===== config.mk =====
export PLATFORM = sky130hd
export DESIGN_NAME = iiss_scan
export DESIGN_NICKNAME = d
export VERILOG_FILES = /design/src/rtl/core/iiss_pkg.sv /design/src/rtl/core/iiss_scan.sv
export SDC_FILE = /design/constraint.sdc
export NUM_CORES = 1
export LEC_CHECK = 0
export BUFFER_PORTS_ARGS = -buffer_cell sky130_fd_sc_hd__buf_2
export CAP_MARGIN = 20
export CORE_MARGIN = 2
export CORE_UTILIZATION = 53
export DETAILED_ROUTE_END_ITERATION = 8
export GPL_TIMING_DRIVEN = 0
export PLACE_DENSITY = 0.78
export SLEW_MARGIN = 30
export SYNTH_ARGS = -nofsm -noshare
export SYNTH_HDL_FRONTEND = slang
export SYNTH_SLANG_ARGS = --single-unit

===== constraint.sdc =====
create_clock -name clk -period 5.3 [get_ports clk]
set_input_delay 0.53 -clock clk [delete_from_list [all_inputs] [get_ports clk]]
set_output_delay 0.53 -clock clk [all_outputs]
set_load 0.03 [all_outputs]

===== src/rtl/core/iiss_pkg.sv =====
// Shared widths, register codes, types and helpers for the integral image block.
package iiss_pkg;

  localparam int PIXEL_W   = 8;
  localparam int CFG_W     = 12;
  localparam int CFG_IDX_W = 1;
  localparam int SUM_W     = 30;
  localparam int SQ_W      = 38;
  localparam int ROW_SUM_W = 19;
  localparam int ROW_SQ_W  = 27;

  localparam int DEF_MAX_WIDTH  = 2048;
  localparam int DEF_MAX_HEIGHT = 2048;

  localparam logic [CFG_W-1:0] RESET_LINE_WIDTH   = 12'd640;
  localparam logic [CFG_W-1:0] RESET_FRAME_HEIGHT = 12'd480;

  localparam logic [CFG_IDX_W-1:0] REG_LINE_WIDTH   = 1'b0;
  localparam logic [CFG_IDX_W-1:0] REG_FRAME_HEIGHT = 1'b1;

  typedef struct packed {
    logic first_row;
    logic frame_last;
  } scan_ctl_t;

  // Last valid index for a size register: zero acts as one, large values clamp to limit.
  function automatic logic [CFG_W:0] last_index(input logic [CFG_W-1:0] v, input int limit);
    logic [CFG_W:0] res;
    if (v == '0) begin
      res = '0;
    end else if (int'(v) > limit) begin
      res = (CFG_W + 1)'(limit - 1);
    end else begin
      res = {1'b0, v} - 1'b1;
    end
    return res;
  endfunction

endpackage


===== src/rtl/core/iiss_scan.sv =====
// Raster position counters and per-row running sums of pixels and squared pixels.
module iiss_scan import iiss_pkg::*; #(
  parameter int CW = 11,
  parameter int RW = 11
) (
  input  logic                 clk,
  input  logic                 rst,
  input  logic                 accept,
  input  logic [PIXEL_W-1:0]   pixel,
  input  logic [CW-1:0]        width_last,
  input  logic [RW-1:0]        height_last,
  output logic [CW-1:0]        col,
  output logic [ROW_SUM_W-1:0] row_sum_new,
  output logic [ROW_SQ_W-1:0]  row_sq_new,
  output scan_ctl_t            ctl
);

  logic [RW-1:0]          row;
  logic [ROW_SUM_W-1:0]   row_sum;
  logic [ROW_SQ_W-1:0]    row_sq;
  logic [2*PIXEL_W-1:0]   px_sq;
  logic                   row_end;
  logic                   frame_end;

  assign px_sq       = (2*PIXEL_W)'(pixel) * (2*PIXEL_W)'(pixel);
  assign row_sum_new = row_sum + ROW_SUM_W'(pixel);
  assign row_sq_new  = row_sq + ROW_SQ_W'(px_sq);
  assign row_end     = (col >= width_last);
  assign frame_end   = row_end && (row >= height_last);

  assign ctl.first_row  = (row == '0);
  assign ctl.frame_last = frame_end;

  always_ff @(posedge clk) begin
    if (rst) begin
      col     <= '0;
      row     <= '0;
      row_sum <= '0;
      row_sq  <= '0;
    end else if (accept) begin
      if (row_end) begin
        col     <= '0;
        row_sum <= '0;
        row_sq  <= '0;
        row     <= frame_end ? '0 : row + 1'b1;
      end else begin
        col     <= col + 1'b1;
        row_sum <= row_sum_new;
        row_sq  <= row_sq_new;
      end
    end
  end

endmodule


==> impl_metrics.json <==
{
  "ys_warn_count": 0,
  "postCtsHoldBufs": 0,
  "initial_core_util_pct": 53.74,
  "slew_headroom_pct": 44.28,
  "drive_gt1_share_pct": 21.74,
  "maxCapViolations": 0,
  "fin_skew_ns": 0.006817,
  "drv_slew": 0,
  "fin_crit_ns": 5.257,
  "avgSynthCellArea_um2": 8.217,
  "clockBufferDepth": 2,
  "cts_sinks": 68,
  "grt_pass1_wl_um": 28500,
  "die_h_um": 113.9,
  "setup_viol": 0,
  "die_area_um2": 12970,
  "drc": 0,
  "ys_ff_latch": 68,
  "outcome": "completed",
  "ir_drop_mv": 0.3760,
  "antenna_found_initial": 0,
  "wirelength_um": 17070,
  "hold_violations": 0,
  "cts-buffers-inserted": 9,
  "crit_path_end_kind": "primary output",
  "diodes": 0,
  "mostFrequentLayoutCells": "inv_1 (109), buf_2 (79), ha_1 (68), dfxtp_1 (68), nand2_1 (65)",
  "fin_nets": 1037,
  "first_pass_iters": 5,
  "min_from": "row_sq[0]",
  "fillers": 978,
  "mostFrequentLayoutCell": "inv_1",
  "dr_total_vias": 6037,
  "finalCoreUtilization_pct": 66.66,
  "viasPerCell": 5.783,
  "fin_crit_sh_pct": 99.19,
  "grt.total_usage_pct": 27.11,
  "port_buffers": 91,
  "min_to": "row_sq[0]",
  "seq_area_frac_synth_pct": 21.27,
  "grt_max_degree": 14,
  "place.gp.congestion": 0.9029,
  "clock_latency_ns": 0.34,
  "dp_hpwl_um": 11930,
  "path_max_fanout": 10,
  "grt_setup_unrepaired": "true",
  "hp-class": "register to register",
  "worst_slew_pin_slew_ns": 0.8359,
  "synthToLayoutAreaGrowth_pct": 24.04,
  "ys.flop_type": "dfxtp_1",
  "cts.clk_slew.worst_paths_ns": 0.06,
  "antenna_left": 0,
  "cp.required_ns": 4.77,
  "fmax_mhz": 190.2,
  "tritoncts": "yes",
  "critPathKind": "input port to primary output",
  "ios": 92,
  "die_x_um": 113.9,
  "powerDensity_nw_per_um2": 524.4,
  "whs_ns": 0.4658,
  "worst_setup_path_start_kind": "input port",
  "overflow": 0,
  "timing.rr.start": "row_sq[7]",
  "htree_num_levels": 3,
  "rows": 40,
  "netlist_instances": 779,
  "syn-num-nets": 924,
  "grt_pass1_vias": 5852,
  "r2r_cells": 19,
  "worstReg2RegEnd": "row_sq[24]",
  "min_path_cells": 2,
  "synth-edff-count": 0,
  "first_iter_violations": 564,
  "crit_arrival_ns": 4.73,
  "wl_per_cell_um": 16.35,
  "synthArstFlopShare_pct": 0,
  "regToRegSetupSlack_ns": 0.82,
  "cts_root_buf": "clkbuf_16",
  "finalPower_mw": 4.164,
  "core_area_um2": 11910,
  "syn_area_um2": 6401,
  "ys_types": 62,
  "leakagePower_nw": 3.772
}
[repair_timing]
action                                  4_1_cts  5_1_grt
gates resized for setup                      43       51
pin swaps                                     9       22
cloned                                        1        0
endpoints found under the setup margin       17       17
setup buffers                                 6        7
[routing by layer]
metal	track usage [%]	part of all wire [%]	wire (um)
met5	0	0	0
met4	9.837	2.6	444
met3	2.976	5.2	896
met2	43.47	48	8136
met1	38.08	44	7596
[cell families (layout without fill, tap and decap cells)]
family | after synthesis | after routing | synth area share (%)
simple gates | 246 | 246 | 19.88
compound gates | 157 | 158 | 16.11
buf+inv | 136 | 253 | 8.151
fa+ha+maj | 112 | 112 | 26.35
flops | 68 | 68 | 21.27
xor+xnor | 58 | 58 | 7.936
mux | 2 | 2 | 0.3128
[Yosys cell counts, types with 4 or more instances]
| master | n | area share, % |
|---|---|---|
| inv_1 | 110 | 6.5 |
| ha_1 | 74 | 14 |
| nand2_1 | 69 | 4.0 |
| dfxtp_1 | 68 | 21 |
| a21oi_1 | 56 | 4.4 |
| fa_1 | 38 | 12 |
| nand3_1 | 37 | 2.9 |
| nor2_1 | 32 | 1.9 |
| xnor2_1 | 32 | 4.4 |
| and2_1 | 27 | 2.6 |
| xor2_1 | 26 | 3.6 |
| o21ai_0 | 25 | 2.0 |
| and3_1 | 17 | 1.7 |
| clkbuf_1 | 16 | 0.94 |
| a31oi_1 | 15 | 1.5 |
| a21o_1 | 9 | 1.1 |
| nor3_1 | 9 | 0.70 |
| nand4_1 | 8 | 0.78 |
| a32o_1 | 6 | 0.94 |
| buf_2 | 6 | 0.47 |
| nand2b_1 | 6 | 0.59 |
| nor2b_1 | 6 | 0.59 |
| a22o_1 | 5 | 0.68 |
| nor3b_1 | 5 | 0.59 |
| a211oi_1 | 4 | 0.47 |
| a22oi_1 | 4 | 0.47 |
| and4_1 | 4 | 0.55 |
| nand3b_1 | 4 | 0.47 |
| o211ai_1 | 4 | 0.47 |
| o21a_1 | 4 | 0.47 |
| or2_2 | 4 | 0.39 |
| or4_1 | 4 | 0.47 |
[how the worst max path moves through the flow]
stage | startpoint | end | slack (ns)
2_1_floorplan | pixel[6] | row_sq_new[18] | 0.03
3_3_place_gp | pixel[5] | row_sq_new[26] | -0.67
3_5_place_dp | pixel[6] | row_sq_new[26] | -0.68
4_1_cts | pixel[3] | row_sq_new[25] | 0.0004
5_1_grt | pixel[5] | row_sq_new[26] | -0.06
6_report | pixel[5] | row_sq_new[26] | 0.04
[sequential cells by signal, summed over array words and instances, names as in the netlist]
signal / cells
row: 11
col: 11
row_sum: 19
row_sq: 27
[report_power, final]
| group | switching (mW) | total, mW | leakage [nW] | internal (mW) |
|---|---|---|---|---|
| sequential | 0.0322 | 0.591 | 0.552 | 0.559 |
| combinational | 1.80 | 2.86 | 3.05 | 1.06 |
| clock | 0.253 | 0.716 | 0.166 | 0.463 |
| total | 2.09 | 4.16 | 3.77 | 2.08 |
[worst max-delay path, stage by stage]
cell and delay [ns]:
buf_6 0.14, clkinvlp_4 0.14, nor2_4 0.14, fa_1 0.44, fa_1 0.52, inv_1 0.05, fa_1 0.46, fa_1 0.55
inv_1 0.05, ha_2 0.36, nand3_1 0.11, nor2_2 0.14, nor2_1 0.11, o21ai_2 0.20, o21a_4 0.25, nand3_4 0.12
xnor2_4 0.23, buf_6 0.16
[cell type report]
class                      instances  area [um^2]  share of cell area [%]
multi-input combinational        576         4903                   61.76
sequential                        68         1361                   17.14
timing repair buffer             104        629.4                   7.926
inverter                         111        420.4                   5.295
clock buffer                       9        225.2                   2.836
tap                              147        183.9                   2.316
clock inverter                     7        123.9                   1.560
buffer                            22        92.59                   1.166
[through the flow]
stage                     worst slack, ns  setup TNS, ns  instances  instance area (um^2)
after floorplan                   0.02810              0        779                  6464
after global placement            -0.6666         -6.737       1017                  7103
after detailed placement          -0.6807         -7.279       1017                  7103
after CTS                       0.0004472              0       1037                  7654
after global routing             -0.05741        -0.1403       1044                  7940
final                             0.04280              0       1044                  7940
No activity file was read; power rests on OpenSTA's default activity.
